--- config.mk ---
export PLATFORM = sky130hd
export DESIGN_NAME = lzfb_front
export DESIGN_NICKNAME = d
export VERILOG_FILES = /design/src/lzfb_pkg.sv /design/src/lzfb_front.sv
export SDC_FILE = /design/constraint.sdc
export NUM_CORES = 1
export LEC_CHECK = 0
export BUFFER_PORTS_ARGS = -buffer_cell sky130_fd_sc_hd__buf_2
export CORE_MARGIN = 5
export CORE_UTILIZATION = 38
export CTS_BUF_LIST = sky130_fd_sc_hd__clkbuf_4
export CTS_CLUSTER_DIAMETER = 40
export DETAILED_ROUTE_END_ITERATION = 8
export SLEW_MARGIN = 30
export SYNTH_ARGS = -nofsm -noshare
export SYNTH_HDL_FRONTEND = slang
export SYNTH_SLANG_ARGS = --single-unit
export TNS_END_PERCENT = 5
--- constraint.sdc ---
create_clock -name clock -period 4.8 [get_ports clock]
set_clock_uncertainty 0.1 [all_clocks]
set_input_delay 0.48 -clock clock [delete_from_list [all_inputs] [get_ports clock]]
set_output_delay 0.48 -clock clock [all_outputs]
set_load 0.01 [all_outputs]
--- src/lzfb_pkg.sv ---
`timescale 1ns / 1ps

package lzfb_pkg;

   localparam int unsigned COUNT_WIDTH = 24;
   localparam logic [COUNT_WIDTH-1:0] COUNT_MAX = 24'hFF_FFFF;

   localparam logic OP_FEED  = 1'b0;
   localparam logic OP_DRAIN = 1'b1;

   localparam logic [2:0] COPY_BASE    = 3'd3;
   localparam logic [2:0] COPY_EXTEND  = 3'd6;
   localparam logic [7:0] EXT_CONTINUE = 8'd255;
   localparam logic [7:0] DIST_HI_MASK = 8'h3F;

   typedef struct packed {
      logic       opcode;
      logic [7:0] data_byte;
      logic       last_byte;
   } req_type;

   typedef struct packed {
      logic       out_valid;
      logic [7:0] out_byte;
      logic       accepted;
      logic       copy_pending;
      logic       frame_done;
   } rsp_type;

   // one classified request, handed from the parser to the history stage
   typedef struct packed {
      logic       out_valid;
      logic       from_history;
      logic       zero_fill;
      logic [7:0] data_byte;
      logic       accepted;
      logic       copy_pending;
      logic       frame_done;
   } cmd_type;

endpackage

--- src/lzfb_front.sv ---
`timescale 1ns / 1ps

module lzfb_front #(
   parameter int unsigned WINDOW_DEPTH = 16384,
   parameter int unsigned HEADER_BYTES = 4
) (
   input  logic                            clock,
   input  logic                            reset,
   input  logic                            req_valid,
   output logic                            req_ready,
   input  lzfb_pkg::req_type               req_data,
   input  logic                            csr_valid,
   output logic                            csr_ready,
   input  logic [lzfb_pkg::COUNT_WIDTH-1:0] csr_data,
   output logic                            cmd_valid,
   input  logic                            cmd_ready,
   output lzfb_pkg::cmd_type               cmd_data,
   output logic [$clog2(WINDOW_DEPTH)-1:0] cmd_rd_idx,
   output logic [$clog2(WINDOW_DEPTH)-1:0] cmd_wr_idx
);

   localparam int unsigned AW = $clog2(WINDOW_DEPTH);
   localparam int unsigned HW = $clog2(HEADER_BYTES + 2);
   localparam int unsigned NW = lzfb_pkg::COUNT_WIDTH;

   localparam logic [1:0] PHASE_IDLE = 2'd0;
   localparam logic [1:0] PHASE_HIGH = 2'd1;
   localparam logic [1:0] PHASE_EXT  = 2'd2;

   logic [NW-1:0] out_length_ff;
   logic [NW-1:0] produced_ff, produced_in;
   logic [AW-1:0] wr_idx_ff, wr_idx_in;
   logic [HW-1:0] header_ff, header_in;
   logic [7:0]    flag_ff, flag_in;
   logic [3:0]    bit_pos_ff, bit_pos_in;
   logic [1:0]    phase_ff, phase_in;
   logic [7:0]    low_dist_ff, low_dist_in;
   logic [NW-1:0] copy_rem_ff, copy_rem_in;
   logic [14:0]   copy_dist_ff, copy_dist_in;
   logic          ended_ff, ended_in;

   logic          accept;
   logic          done_now;
   logic          pending_now;
   logic          emit;
   logic [AW:0]   rd_diff;
   logic [2:0]    count;
   logic [NW:0]   ext_sum;
   logic [7:0]    b;
   logic          last;
   lzfb_pkg::cmd_type cmd;

   assign req_ready = cmd_ready;
   assign csr_ready = 1'b1;
   assign accept    = req_valid && req_ready;
   assign b         = req_data.data_byte;
   assign last      = req_data.last_byte;

   assign done_now    = (produced_ff >= out_length_ff) || (ended_ff && copy_rem_ff == '0);
   assign pending_now = (phase_ff == PHASE_IDLE) && (copy_rem_ff != '0) && !done_now;

   assign rd_diff = (AW+1)'(wr_idx_ff) - (AW+1)'(copy_dist_ff);
   assign count   = 3'(b[7:6]) + lzfb_pkg::COPY_BASE;
   assign ext_sum = (NW+1)'(copy_rem_ff) + (NW+1)'(b);

   always_comb begin
      produced_in  = produced_ff;
      wr_idx_in    = wr_idx_ff;
      header_in    = header_ff;
      flag_in      = flag_ff;
      bit_pos_in   = bit_pos_ff;
      phase_in     = phase_ff;
      low_dist_in  = low_dist_ff;
      copy_rem_in  = copy_rem_ff;
      copy_dist_in = copy_dist_ff;
      ended_in     = ended_ff;
      emit         = 1'b0;
      cmd          = '0;

      if (req_data.opcode == lzfb_pkg::OP_DRAIN) begin
         if (pending_now) begin
            emit             = 1'b1;
            cmd.out_valid    = 1'b1;
            cmd.from_history = 1'b1;
            cmd.zero_fill    = (produced_ff < NW'(copy_dist_ff));
            copy_rem_in      = copy_rem_ff - NW'(1);
         end
      end else if (!done_now && !pending_now) begin
         cmd.accepted = 1'b1;
         if (header_ff != '0) begin
            header_in = header_ff - HW'(1);
         end else if (phase_ff == PHASE_HIGH) begin
            copy_dist_in = {1'b0, b[5:0] & lzfb_pkg::DIST_HI_MASK[5:0], low_dist_ff} + 15'd1;
            copy_rem_in  = NW'(count);
            phase_in     = (count == lzfb_pkg::COPY_EXTEND && !last) ? PHASE_EXT : PHASE_IDLE;
         end else if (phase_ff == PHASE_EXT) begin
            copy_rem_in = ext_sum[NW] ? lzfb_pkg::COUNT_MAX : ext_sum[NW-1:0];
            if (b != lzfb_pkg::EXT_CONTINUE || last) begin
               phase_in = PHASE_IDLE;
            end
         end else if (bit_pos_ff[3]) begin
            flag_in    = b;
            bit_pos_in = '0;
         end else if (!flag_ff[bit_pos_ff[2:0]]) begin
            emit          = 1'b1;
            cmd.out_valid = 1'b1;
            cmd.data_byte = b;
            bit_pos_in    = bit_pos_ff + 4'd1;
         end else begin
            bit_pos_in = bit_pos_ff + 4'd1;
            if (!last) begin
               low_dist_in = b;
               phase_in    = PHASE_HIGH;
            end
         end
         if (last) begin
            ended_in = 1'b1;
         end
      end

      if (emit) begin
         produced_in = produced_ff + NW'(1);
         wr_idx_in   = (wr_idx_ff == AW'(WINDOW_DEPTH - 1)) ? '0 : wr_idx_ff + AW'(1);
      end

      cmd.frame_done   = (produced_in >= out_length_ff) || (ended_in && copy_rem_in == '0);
      cmd.copy_pending = (phase_in == PHASE_IDLE) && (copy_rem_in != '0) && !cmd.frame_done;
   end

   assign cmd_valid  = accept;
   assign cmd_data   = cmd;
   assign cmd_wr_idx = wr_idx_ff;
   assign cmd_rd_idx = rd_diff[AW] ? AW'(rd_diff + (AW+1)'(WINDOW_DEPTH)) : rd_diff[AW-1:0];

   always_ff @(posedge clock) begin
      if (reset) begin
         out_length_ff <= '0;
         produced_ff   <= '0;
         wr_idx_ff     <= '0;
         header_ff     <= HW'(HEADER_BYTES);
         flag_ff       <= '0;
         bit_pos_ff    <= 4'd8;
         phase_ff      <= PHASE_IDLE;
         low_dist_ff   <= '0;
         copy_rem_ff   <= '0;
         copy_dist_ff  <= '0;
         ended_ff      <= 1'b0;
      end else begin
         if (csr_valid) begin
            out_length_ff <= csr_data;
         end
         if (accept) begin
            produced_ff  <= produced_in;
            wr_idx_ff    <= wr_idx_in;
            header_ff    <= header_in;
            flag_ff      <= flag_in;
            bit_pos_ff   <= bit_pos_in;
            phase_ff     <= phase_in;
            low_dist_ff  <= low_dist_in;
            copy_rem_ff  <= copy_rem_in;
            copy_dist_ff <= copy_dist_in;
            ended_ff     <= ended_in;
         end
      end
   end

endmodule

* Word level (Yosys, flattened, before mapping)
Cells that the tools add are included.
Cells by class: $add $sub $neg 10, magnitude comparators 4, equal/unequal tests 5, multiplexer cells 44, bitwise operators 6, reductions and logical operators 29
Operators with widths (number):
- $mux W24 | 8
- $ge A24 B24 Y1 | 2
- $logic_not A24 Y1 | 2
- $reduce_bool A24 Y1 | 2
- $mux W8 | 5
- $add A14 B1 Y14 const B | 2
- $mux W14 | 2
- $add A24 B8 Y25 | 1
- $add A24 B1 Y24 const B | 1
- $lt A24 B15 Y1 | 1
- $sub A24 B1 Y24 const B | 1
- $mux W2 | 11
- $mux W9 | 2
- $add A14 B1 Y15 const B | 1
- $sub A14 B15 Y15 | 1
- $eq A14 B14 Y1 const B | 1
- $mux W1 | 13
- $logic_and A1 B1 Y1 | 9
- $reduce_and A9 Y1 | 1
- $ne A8 B8 Y1 const B | 1
- $reduce_and A7 Y1 | 1
- $not A1 Y1 | 6
- $reduce_and A6 Y1 | 1
- $reduce_and A5 Y1 | 1
- 16 further kinds | 22
Storage, ports and cells: register bits 127, output and inout port bits 45, logic and storage cells 109

* Depth between registers and ports, before layout
depth in word-level cells 14, mapped depth 23

* Worst setup path after synthesis
Ideal clock, no wire load.
path type reg2out, from register copy_rem_ff[1], to output cmd_data[1] in the netlist's numbering, arrival time 4.380 ns, required time 4.220 ns, path slack -0.160 ns, stages on the path, launching flop included 21, buffers on the path 2, path through dfxtp_1 > inv_1 > ha_1 > or4b_1 > nor4_4 > a21o_1 > buf_4 > a41oi_1 > a211oi_1 > buf_2 > mux2_2 > ha_1 > a21o_1 > a21o_1 > a21o_1 > a21o_1 > a2111oi_0 > or3_1 > a2111oi_0 > nor2_1 > o211a_1
RTL lines:
- from (decl) | RTL line lzfb_front.sv:38 | logic [NW-1:0] copy_rem_ff, copy_rem_in;
- from (signal assigned) | RTL line lzfb_front.sv:160 | copy_rem_ff <= copy_rem_in;
- to (decl) | RTL line lzfb_front.sv:17 | output lzfb_pkg::cmd_type cmd_data,

==> results.cfg <==
[clocking]
cts_root_buf = clkbuf_4
cts_buffers = 17
cts_tree = built
cts_max_path_buffers = 2
clock_latency_ps = 560
numClockSinks = 127
postCtsHoldBufs = 0
cts.clk_slew.worst_paths_ps = 140
cts_max_level = 4

[critical_path]
cp_cell_sequence = or4_4, nor4_4, a21o_1, a41oi_2, a211oi_2, buf_4, and3_4, and2_4, nand2_1, xnor2_1, ha_1, and4_1, o2111ai_1, or3_4, a2111oi_2, nor2_1, buf_4, o31ai_2, buf_2
endpoint_kind = output port
setup.worst_path.class = reg -> out
arrival_ps = 4920
crit_slowest_cell = or4_4
cp_max_fo = 4
crit_required_ps = 4220
slowest_delay_ps = 560
cp-start-kind = flip-flop
crit_path_frequent_cell = buf_4

[status]
violations = setup timing
run_status = finished with violations

[sta]
max_freq_mhz = 182
final.setup.tns_ps = -1380
whs_ps = 40.5
hold_viol = 0
timing.final.ws_setup_ps = -704
relSlewSlack_pct = 48.4
finalSetupViolations = 2
rsz0062_at_grt = yes
post-route-period-util_pct = 115
post-route-min-period_ps = 5500
tightestPinTransition_ps = 774
report.final.slew_viol_count = 0

[floorplanning]
initial_utilization_pct = 38.5
dieArea_mm2 = 0.0297
core-area_mm2 = 0.0261
die_w_um = 172
fp.dieH_um = 172
ios = 84
num_rows = 59

[drt]
route.final.wire_length_mm = 31.6
postRouteAntennaNets = 0
num_vias = 10300
viasPerCell = 5.48
avgRoutedWirePerCell_um = 16.8
drt_iter0_markers = 839
drt_pass1_iterations = 5
drc = 0

[yosys]
synth_area_mm2 = 0.0100
synth_top_area_share_pct = 25.3
synth-edff-count = 0
syn_inst = 1295
syn_nets = 1432
synthArstFlopShare_pct = 0
yosysTopAreaCell = dfxtp_1
synth.yosys.warnings = 0
synth_area_per_cell_um2 = 7.74
synth_flop_cell = dfxtp_1
synth_seq_cells = 127
synth_area_leaders = dfxtp_1, ha_1, nor2_1
ys_seq_area_share_pct = 25.3
ys_types = 81

[final_layout]
area_growth_pct = 26.3
final_nets = 1670
final_cell_mix = buf_4, nor2_1, dfxtp_1
layout_commonest_cell = buf_4
fill_cells = 2594
drive_above_1_share_pct = 24.4

[power]
peakVddDrop_v = 0.000148
p_leak_nw = 5.58
p_per_area_mw_per_mm2 = 208

[global_route]
grt_max_degree = 94
overflow = 0
grt_pass1_wl_mm = 51.2
grt_use_total_pct = 21.4
antenna_found_initial = 1
grt_pass1_vias = 9758

[worst_hold_path]
hold_class = in -> reg

[placement]
dp_hpwl_mm = 24.0
dp_slack_ps = -514
portBuffers = 82
place_congestion = 0.951

[run]
maxCapViolations = 0
stage by stage:
step / total power [mW] / cells / instance area [um2] / utilization [%]
finish: 2.64 / 1881 / 12700 / 48.6
global route: 2.77 / 1881 / 12700 / 48.6
floorplan: 1.49 / 1295 / 10000 / -
CTS: 2.65 / 1879 / 12600 / 48.4
global placement: 1.76 / 1840 / 12100 / 46.4
detailed placement: 1.76 / 1840 / 12100 / 46.4
synthesized netlist by cell type (12+ instances only):
| cell type | n |
|---|---|
| ha_1 | 96 |
| nand4_1 | 22 |
| nand2_1 | 97 |
| and2_1 | 14 |
| a21o_1 | 19 |
| nand3_1 | 43 |
| a31oi_1 | 14 |
| a2111oi_0 | 12 |
| xor2_1 | 37 |
| nor3_1 | 42 |
| xnor2_1 | 42 |
| dfxtp_1 | 127 |
| clkbuf_1 | 46 |
| or3_1 | 16 |
| inv_1 | 67 |
| o21ai_0 | 49 |
| a211oi_1 | 39 |
| nor2_1 | 173 |
| a21oi_1 | 78 |
| mux2i_1 | 43 |
| and3_1 | 34 |
| nor2b_1 | 12 |
registers in the layout (all words and copies together) (netlist names):
signal / count
flag_ff: 8
bit_pos_ff: 4
copy_dist_ff: 15
produced_ff: 24
cmd_wr_idx: 14
out_length_ff: 24
ended_ff: 1
low_dist_ff: 8
copy_rem_ff: 24
phase_ff: 2
header_ff: 3
cells by family (layout without fill, tap and decap cells):
kind of cell	count (synthesis)	in the layout	share of synthesized area (%)
DFF	127	127	25.3
and+or+nand+nor	508	508	25.0
other	1	2	0.0374
muxes	47	47	4.96
xor gates and xnor gates	79	79	6.90
AOI/OAI and AO/OA	294	294	19.7
adders and majority gates	98	98	12.4
buffers and inverters	141	391	5.69
final cells by class:
type | count | area (um2) | area share, %
Multi-Input combinational cell | 1027 | 7100 | 56.0
Sequential cell | 127 | 2550 | 20.1
Timing Repair Buffer | 293 | 2030 | 16.1
Tap cell | 335 | 419 | 3.31
Inverter | 67 | 251 | 1.99
Clock inverter | 14 | 190 | 1.50
Clock buffer | 17 | 128 | 1.01
Antenna cell | 1 | 2.50 | 0.0198
per-layer routing:
layer | GRT usage, % | vias to the layer above | part of all wire, %
met1 | 30.2 | 4713 | 47
met2 | 33.2 | 381 | 43
met5 | 0 | - | 0
li1 | - | 5160 | -
met3 | 4.05 | 60 | 7.4
met4 | 6.80 | 0 | 2.8
path summary, 6_finish.rpt:
path | start | to | slack (ps) | cells after the start
max reg2reg | out_length_ff[2] | low_dist_ff[4] | 970 | 17
min reg2reg | copy_dist_ff[14] | copy_dist_ff[14] | 400 | 2
max | copy_rem_ff[8] | cmd_data[0] | -700 | 19
min | csr_data[1] | out_length_ff[1] | 40 | 3
report_power, final:
group / total [mW] / switching, mW / internal, mW
Sequential: 1.09 / 0.0137 / 1.08
Combinational: 0.694 / 0.374 / 0.320
Clock: 0.853 / 0.443 / 0.410
Total: 2.64 / 0.831 / 1.81
what timing repair did:
item | in CTS | in global routing
setup endpoints to repair | 2 | 2
pin swaps | 18 | 7
buffers inserted | 8 | 1
gates resized for setup | 35 | 11
critical path, delay by kind of cell, from the launching register on:
| kind | cells | cell delay [ps] |
|---|---|---|
| AO/OA/AOI/OAI | 6 | 1060 |
| adder cells (fa/ha/maj) | 1 | 290 |
| flip-flops | 1 | 340 |
| AND/OR/NAND/NOR | 8 | 2020 |
| XOR/XNOR | 1 | 130 |
| buffers and inverters | 3 | 530 |
No activity file was read; power rests on OpenSTA's default activity.
