$ cat src/lzfb_fifo.sv
`timescale 1ns / 1ps

module lzfb_fifo #(
   parameter int unsigned WIDTH = 8,
   parameter int unsigned DEPTH = 2
) (
   input  logic                       clock,
   input  logic                       reset,
   input  logic                       push_valid,
   output logic                       push_ready,
   input  logic [WIDTH-1:0]           push_data,
   output logic                       pop_valid,
   input  logic                       pop_ready,
   output logic [WIDTH-1:0]           pop_data,
   output logic [$clog2(DEPTH+1)-1:0] count
);

   localparam int unsigned PW = $clog2(DEPTH);
   localparam int unsigned CW = $clog2(DEPTH + 1);

   logic [WIDTH-1:0] mem_ff [DEPTH];
   logic [PW-1:0]    wr_ptr_ff, wr_ptr_in;
   logic [PW-1:0]    rd_ptr_ff, rd_ptr_in;
   logic [CW-1:0]    count_ff, count_in;
   logic             do_push;
   logic             do_pop;

   assign push_ready = (count_ff != CW'(DEPTH));
   assign pop_valid  = (count_ff != '0);
   assign pop_data   = mem_ff[rd_ptr_ff];
   assign count      = count_ff;

   assign do_push = push_valid && push_ready;
   assign do_pop  = pop_ready && pop_valid;

   always_comb begin
      wr_ptr_in = wr_ptr_ff;
      rd_ptr_in = rd_ptr_ff;
      count_in  = count_ff;
      if (do_push) begin
         wr_ptr_in = (wr_ptr_ff == PW'(DEPTH - 1)) ? '0 : wr_ptr_ff + PW'(1);
      end
      if (do_pop) begin
         rd_ptr_in = (rd_ptr_ff == PW'(DEPTH - 1)) ? '0 : rd_ptr_ff + PW'(1);
      end
      if (do_push && !do_pop) begin
         count_in = count_ff + CW'(1);
      end else if (do_pop && !do_push) begin
         count_in = count_ff - CW'(1);
      end
   end

   always_ff @(posedge clock) begin
      if (reset) begin
         wr_ptr_ff <= '0;
         rd_ptr_ff <= '0;
         count_ff  <= '0;
      end else begin
         wr_ptr_ff <= wr_ptr_in;
         rd_ptr_ff <= rd_ptr_in;
         count_ff  <= count_in;
      end
   end

   always_ff @(posedge clock) begin
      if (do_push) begin
         mem_ff[wr_ptr_ff] <= push_data;
      end
   end

endmodule

$ cat config.mk
export PLATFORM = sky130hd
export DESIGN_NAME = lzfb_fifo
export DESIGN_NICKNAME = d
export VERILOG_FILES = /design/src/lzfb_fifo.sv
export SDC_FILE = /design/constraint.sdc
export NUM_CORES = 1
export LEC_CHECK = 0
export BUFFER_PORTS_ARGS = -buffer_cell sky130_fd_sc_hd__buf_2
export CORE_MARGIN = 1
export CORE_UTILIZATION = 52
export DETAILED_ROUTE_END_ITERATION = 7
export PLACE_DENSITY = 0.8
export SYNTH_ARGS = -nofsm -noshare
export SYNTH_HDL_FRONTEND = slang
export SYNTH_SLANG_ARGS = --single-unit
$ cat constraint.sdc
create_clock -name clock -period 2.4 [get_ports clock]
set_input_delay 0 -clock clock [delete_from_list [all_inputs] [get_ports clock]]
set_output_delay 0 -clock clock [all_outputs]
set_load 0.01 [all_outputs]
Word level (Yosys, flattened, before mapping) --
Memory sizes are Yosys's and may differ from the RTL's. A register that Yosys moved wholly into a read port is not among the register bits. Index checks and enable logic that the tools add are counted.
Word-level totals: memories kept 1, bits in registers 4, output and inout bits 12, logic and storage cells 25, input port bits 12, memory bits (writable) 16
Memories:
- mem_ff | words 2, width 8, read ports 1, clocked after Yosys merged registers in 1, write ports 1, RTL line 21 | logic [WIDTH-1:0] mem_ff [DEPTH];
Cells by class: reductions and logical operators 8, eq/ne operators 1, add/subtract/negate cells 4, multiplexer cells 8
Operator list (number):
- $mux 1 | 6
- $logic_and 1x1->1 | 4
- $mux 2 | 2
- $reduce_bool 2->1 | 2
- $add 1x1->1 const B | 2
- $add 2x1->2 const B | 1
- $logic_not 1->1 | 2
- $ne 2x2->1 const B | 1
- $sub 2x1->2 const B | 1

Longest topological paths before layout --
Gate-level depths: netlist (run 1).
word-level depth 6, mapped depth 6, mapped depth without buffers 6

Worst setup path before layout (run 1) --
OpenSTA, ideal clock, no wires.
path kind flip-flop to flip-flop, from register count_ff[0] (netlist: count[0]), to register count_ff[1] (netlist: count[1]), stages on the path, launching flop included 6, setup slack 0.843 ns, data arrival time 1.487 ns, path buffers 0, clock period less this slack 1.557 ns, data required time 2.330 ns, library setup time 0.070 ns, path through dfxtp_1 -> nand2b_4 -> and2_1 -> ha_1 -> or3_1 -> a21oi_1
On the way: longest elaborated chain between the ends 5, elaborated cells between the ends (all ways) 13, classes of those cells 2 x add/sub; 1 x eq/ne; 2 x mux; 8 x reduce/logical
Ends and longest elaborated chain:
- start, declared | RTL line 24 | logic [CW-1:0] count_ff, count_in;
- start signal, assigned | RTL line 61 | count_ff <= count_in;
- $ne 2x2->1 (*) | RTL line 28 | assign push_ready = (count_ff != CW'(DEPTH));
- named net push_ready | RTL line 10 | output logic push_ready,
- $logic_and 1x1->1 (*) | RTL line 33 | assign do_push = push_valid && push_ready;
- $logic_not 1->1 | RTL line 48 | end else if (do_pop && !do_push) begin
- $logic_and 1x1->1 | RTL line 48
- $reduce_bool 2->1 (no source line)
The timed path passes the listed nets; every way through them passes the cells marked *. The select of a mux whose other input is x is not followed. A chain may end at the register's enable or synchronous reset.

Worst setup path after layout (run 1) --
from register count_ff[0] (netlist: count[0]), to register count_ff[1] (netlist: count[1])
On the way: longest elaborated chain between the ends 5, elaborated cells between the ends (all ways) 13, classes of those cells 2 x add/sub; 1 x eq/ne; 2 x mux; 8 x reduce/logical
Ends and longest elaborated chain:
- parallel branches: the longest is 5 deep, another holds $sub 2x1->2
Parallel ways; which one is timed is not known. The select of a mux whose other input is x is not followed.

==> results of run 1 <==
-- how the worst max path moves through the flow --
stage	startpoint	end	slack [ns]	cells past startpoint
6_report	count[0]$_SDFFE_PP0P_	count[1]$_SDFFE_PP0P_	0.79	5
4_1_cts	count[0]$_SDFFE_PP0P_	count[1]$_SDFFE_PP0P_	0.78	5
3_5_place_dp	count[0]$_SDFFE_PP0P_	count[1]$_SDFFE_PP0P_	0.81	5
5_1_grt	count[0]$_SDFFE_PP0P_	count[1]$_SDFFE_PP0P_	0.72	5
2_1_floorplan	count[0]$_SDFFE_PP0P_	count[1]$_SDFFE_PP0P_	0.84	5
3_3_place_gp	count[0]$_SDFFE_PP0P_	count[1]$_SDFFE_PP0P_	0.88	5
-- cell usage in the layout (no fill, tap or decap), types with 2 or more instances in the layout --
master and instances:
o21ai_0 2, mux2_2 8, nor2_1 3, a21oi_1 2
edfxtp_1 16, dfxtp_1 5, dlygate4sd3_1 9, xor2_1 3
clkbuf_4 3, buf_2 23
-- flip-flops by register name, indices dropped and copies added (netlist names), named ones only --
name / cells
mem_ff: 16
count: 2
rd_ptr_ff: 1
wr_ptr_ff: 1
-- repair_timing --
item,4_1_cts,5_1_grt
setup endpoints to repair,0,0
hold buffers,9,0
buffers inserted,0,0
endpoints found under the hold margin,21,0
gates resized for setup,0,0
-- worst max-delay path, stage by stage, from the launching register on --
cell      delay, ns
dfxtp_1        0.38
nand2b_4       0.17
and2_1         0.16
ha_1           0.31
or3_1          0.37
a21oi_1        0.16
-- final cells by class --
cell class                      instances  area [um2]  share of cell area
Sequential cell                        21       580.6              0.5517
Inverter                                1       3.754            0.003567
Tap cell                               15       18.77             0.01784
Multi-Input combinational cell         26       216.5              0.2057
Clock inverter                          1       5.005            0.004756
Timing Repair Buffer                   32       205.2              0.1950
Clock buffer                            3       22.52             0.02140
-- power by group through the flow --
stage	clock, W	sequential (W)	combinational, W
3_5_place_dp	0	0.000522	0.000313
6_report	0.000162	0.000513	0.000325
5_1_grt	0.000175	0.000525	0.000354
4_1_cts	0.000165	0.000514	0.000327
3_3_place_gp	0	0.000518	0.000305
2_1_floorplan	0	0.000504	0.000220
-- cell families after synthesis --
| kind of cell | count (synthesis) |
|---|---|
| DFF | 21 |
| and+or+nand+nor | 9 |
| muxes | 8 |
| AOI/OAI and AO/OA | 5 |
| xor gates and xnor gates | 3 |
| buffers and inverters | 2 |
| adders and majority gates | 1 |
-- metrics by stage --
step             util  hold WS, ns
6_report       0.7701     0.007545
5_1_grt        0.7701      0.02683
4_1_cts        0.7701     0.007279
3_5_place_dp   0.6841       0.1931
3_3_place_gp   0.6841       0.1879
2_1_floorplan       -      0.06907
-- metal layers --
| layer | GRT usage | vias to the layer above | part of all wire |
|---|---|---|---|
| met5 | 0 | - | 0 |
| met4 | 0.07258 | 0 | 0.017 |
| met3 | 0.03191 | 4 | 0.035 |
| met2 | 0.2891 | 20 | 0.50 |
| met1 | 0.2028 | 245 | 0.44 |
| li1 | - | 248 | - |
-- synth_stat cells --
| library cell | n | area share |
|---|---|---|
| mux2_2 | 8 | 0.11 |
| xor2_1 | 3 | 0.033 |
| nor2_1 | 3 | 0.014 |
| edfxtp_1 | 16 | 0.60 |
| inv_1 | 1 | 0.0047 |
| a21bo_2 | 1 | 0.012 |
| and2_1 | 1 | 0.0078 |
| and3_1 | 1 | 0.0078 |
| ha_1 | 1 | 0.016 |
| dfxtp_1 | 5 | 0.12 |
| or2_2 | 1 | 0.0078 |
| a21oi_1 | 2 | 0.012 |
| or3_1 | 1 | 0.0078 |
| buf_2 | 1 | 0.0062 |
| nand2b_4 | 1 | 0.017 |
| nand3b_1 | 1 | 0.0093 |
| o21ai_0 | 2 | 0.012 |
==> flow_summary.toml, run 1 <==
[setup_path]
critPathRequiredTime_ns = 2.63
worst_r2r_path_depth = 5
crit_type = "flop to flop"
reg2reg_slack_ns = 0.79
cp_max_fo = 6
r2r-start = "count[0]$_SDFFE_PP0P_"
cp.arrival_ns = 1.85
r2r_end = "count[1]$_SDFFE_PP0P_"
start_kind = "flop"
worstSetupEndpointType = "flop"

[detailed_routing]
vias = 517
final_antenna_net_count = 0
drt_pre_antenna_iters = 4
via_per_inst = 5.222
drt_iter0_drc = 4
routed_wl_mm = 1.330
drt-wirelength-per-cell_um = 13.43
drc = 0

[logic_synthesis]
yosys.area_share.simple = 0.07143
synthXorXnorAreaFrac = 0.03261
syn_avg_cell_area_um2 = 16.44
yosys_register_bits = 21
ys_types = 17
yosysSeqAreaShare = 0.7205
synthAdderAreaFrac = 0.01553
synth_compound_area_frac = 0.03727
synth_nets = 62
syn_inst = 49
synth_top_family_by_area = "multiplexers"
ys_warn_count = 0
netlist_area_um2 = 805.8
synth_mux_area_frac = 0.1118

[pwr]
internal-power_w = 0.0006935
p_total_w = 0.0009993
power_density_mw_per_mm2 = 949.6
p_sw_frac = 0.3060
pwr-share-clk = 0.162
p_comb_frac = 0.325
pwr-share-seq = 0.514
power_switching_w = 0.0003057
leakagePower_nw = 0.4320
irDropWorstVdd_mv = 0.6571

[floorplanning]
start_util = 0.5897
die_x_um = 41.37
coreArea_mm2 = 0.001366
rows = 13
die_height_um = 41.37
die-area_mm2 = 0.001711
ios = 24

[cells_and_area]
final_cells = 99
n_antenna_cell = 0
areaGrowthSynthToFinish_pct = 30.59
final_cell_area_mm2 = 0.001052
drive_above_1_share = 0.4524
nets = 98
fillCellCount = 87

[place]
pre_cts_ws_ns = 0.8062
globalplace.congestion = 0.6210
placed_cell_area_um2 = 934.6
port_buffers = 23
placed_cells = 86

[hold_path]
hold_path_depth = 3
min-delay-start = "push_valid"
holdPathEnd = "wr_ptr_ff$_SDFFE_PP0N_"
hold_path.class = "input port to flop"

[clock_network]
cts_buffers = 3
clkTransAtPathRegs_ns = 0.11
cts_tree = "yes"
cts_num_sinks = 21
clk_latency_ns = 0.29
cts_root_buf = "clkbuf_4"
cts_htree_levels = 1
clk_path_buf_depth = 2

[timing]
max_freq_mhz = 619.6
worst_pin_slew_ns = 0.3894
relSlewSlack = 0.7404
worst_slack_ns = 0.7860
tns_ns = 0
rsz0062_at_grt = "no"
slew_violations = 0
setup_viol = 0
finalHoldViolations = 0
finalCritPeriodShare = 0.6725
period_minus_slack_ns = 1.614
skew_ns = 0.002173

[global_route]
grt_max_degree = 13
antenna_found_initial = 0
grt_pass1_wl_mm = 1.738
gr-total-overflow = 0
grt_usage = 0.1672
grt_pass1_vias = 440

[status]
status = "complete, no violations"

[job]
cap_violations = 0
(Power assumes the default switching activity.)
==> run 2: changes to the inputs <==
--- a/config.mk
+++ b/config.mk
@@ -7,9 +7,9 @@
 export LEC_CHECK = 0
 export BUFFER_PORTS_ARGS = -buffer_cell sky130_fd_sc_hd__buf_2
 export CORE_MARGIN = 1
-export CORE_UTILIZATION = 52
+export CORE_UTILIZATION = 48
 export DETAILED_ROUTE_END_ITERATION = 7
-export PLACE_DENSITY = 0.8
+export PLACE_DENSITY = 0.75
 export SYNTH_ARGS = -nofsm -noshare
 export SYNTH_HDL_FRONTEND = slang
 export SYNTH_SLANG_ARGS = --single-unit
==> constraint.sdc (replaced) <==
create_clock -name clock -period 1.5 [get_ports clock]
set_input_delay 0 -clock clock [delete_from_list [all_inputs] [get_ports clock]]
set_output_delay 0 -clock clock [all_outputs]
set_load 0.01 [all_outputs]
==> run 2 against run 1 <==
- register-to-register slack lost 0.75 ns
- count of clock-buffer cells in the layout up 1
- clock power up 53%
- largest power group unchanged
==> flow_summary.toml, run 2 (synthesis results as in run 1) <==
[clock_network]
cts_htree_levels = 1
cts_num_sinks = 21
clk_path_buf_depth = 2
postCtsSetupRepairBufs = 0
cts_buffers = 3
clk_latency_ns = 0.29
cts_tree = "yes"
clkTransAtPathRegs_ns = 0.10
cts_root_buf = "clkbuf_4"

[floorplanning]
die-area_mm2 = 0.001846
start_util = 0.5227
ios = 24
coreArea_mm2 = 0.001541
die_x_um = 42.97
die_height_um = 42.97
rows = 14

[setup_path]
cp.arrival_ns = 1.69
crit_type = "flop to flop"
worst_r2r_path_depth = 6
cpPeakStageDelay_ns = 0.38
r2r-start = "count[0]$_SDFFE_PP0P_"
critPathRequiredTime_ns = 1.73
start_kind = "flop"
critPathTopFamily = "simple AND/OR/NAND/NOR gates"
crit_chain = "nand2b_4 -> and2_4 -> ha_4 -> xor2_1 -> or3_1 -> a21oi_2"
cp_max_fo = 6
cp_num_buf_inv = 0
reg2reg_slack_ns = 0.04
worstSetupEndpointType = "flop"
critical-path-slowest-cell = "dfxtp_4"
r2r_end = "count[1]$_SDFFE_PP0P_"

[timing]
finalCritPeriodShare = 0.9763
relSlewSlack = 0.7347
skew_ns = 0.002316
max_freq_mhz = 682.8
period_minus_slack_ns = 1.465
worst_slack_ns = 0.03548
setup_viol = 0
slew_violations = 0
finalHoldViolations = 0
worst_pin_slew_ns = 0.3979
rsz0062_at_grt = "yes"

[pwr]
p_sw_frac = 0.2929
power_switching_w = 0.0004803
internal-power_w = 0.001160
pwr-share-clk = 0.151
p_comb_frac = 0.341
irDropWorstVdd_mv = 1.112
power_density_mw_per_mm2 = 1509
p_total_w = 0.001640
leakagePower_nw = 0.4384
pwr-share-seq = 0.508

[place]
placed_cell_area_um2 = 958.4
hpwlAfterDp_um = 806.1
pre_cts_ws_ns = 0.02047
port_buffers = 23
globalplace.congestion = 0.6584

[hold_path]
hold_path_depth = 3
hold_path.class = "input port to flop"
holdPathEnd = "wr_ptr_ff$_SDFFE_PP0N_"
min-delay-start = "push_valid"

[detailed_routing]
vias = 495
routed_wl_mm = 1.219
drt_iter0_drc = 10
via_per_inst = 4.901
drc = 0
drt_pre_antenna_iters = 4
final_antenna_net_count = 0
drt-wirelength-per-cell_um = 12.07

[global_route]
grt_max_degree = 12
antenna_found_initial = 0
grt_usage = 0.1620
gr-total-overflow = 0
grt_pass1_wl_mm = 2.001
grt_pass1_vias = 457

[job]
cap_violations = 0

[status]
status = "complete, no violations"

[cells_and_area]
postLayoutCoreUtil = 0.7054
final_cell_area_mm2 = 0.001087
layout_common_cells = "buf_2 (23), edfxtp_1 (16), dlygate4sd3_1 (9)"
nets = 99
largest_reg_flops = 16
drive_above_1_share = 0.5176
areaGrowthSynthToFinish_pct = 34.94
final_common_cell = "buf_2"
n_antenna_cell = 0
largest-register = "mem_ff"
-- run 2: routing by layer --
metal | global-route usage | part of all wire | vias up
met5 | 0 | 0 | -
met4 | 0.1091 | 0 | 0
met3 | 0.05106 | 0.036 | 0
met2 | 0.2636 | 0.53 | 12
met1 | 0.1795 | 0.44 | 233
li1 | - | - | 250
-- run 2: repair_timing --
item | 4_1_cts | 5_1_grt
setup endpoints to repair | 0 | 1
hold endpoints to repair | 21 | 0
resized for setup | 0 | 4
hold buffers | 9 | 0
-- run 2: through the flow --
step | hold WS (ns) | cells | TNS (ns)
finish | 0.04139 | 101 | 0
global route | 0.02274 | 101 | -0.05761
CTS | 0.02228 | 101 | 0
detailed placement | 0.1920 | 88 | 0
global placement | 0.1872 | 88 | 0
floorplan | 0.06165 | 49 | 0
-- run 2: cell type report --
type,count,area (um2)
Clock buffer,4,26.28
Fill cell,118,454.2
Inverter,1,3.754
Multi-Input combinational cell,26,239.0
Sequential cell,21,585.6
Tap cell,16,20.02
Timing Repair Buffer,33,212.7
-- run 2: worst max-delay path by stage --
stage,start,to,depth (start not counted)
2_1_floorplan,count[0]$_SDFFE_PP0P_,count[1]$_SDFFE_PP0P_,6
3_3_place_gp,count[0]$_SDFFE_PP0P_,count[1]$_SDFFE_PP0P_,6
3_5_place_dp,count[0]$_SDFFE_PP0P_,count[1]$_SDFFE_PP0P_,6
4_1_cts,count[0]$_SDFFE_PP0P_,count[1]$_SDFFE_PP0P_,6
5_1_grt,count[0]$_SDFFE_PP0P_,count[1]$_SDFFE_PP0P_,6
6_report,count[0]$_SDFFE_PP0P_,count[1]$_SDFFE_PP0P_,6
-- run 2: worst reg2reg max path: stages, from the launching register on --
cell and delay (ns):
dfxtp_4 0.38, nand2b_4 0.16, and2_4 0.16, ha_4 0.15
xor2_1 0.14, or3_1 0.32, a21oi_2 0.11
-- run 2: power by group through the flow --
stage               clock (W)  combinational [W]  sequential, W
floorplan                   0           0.000373       0.000814
global placement            0           0.000517       0.000835
detailed placement          0           0.000531       0.000840
CTS                  0.000268           0.000552       0.000828
global route         0.000291           0.000619       0.000853
finish               0.000248           0.000559       0.000833
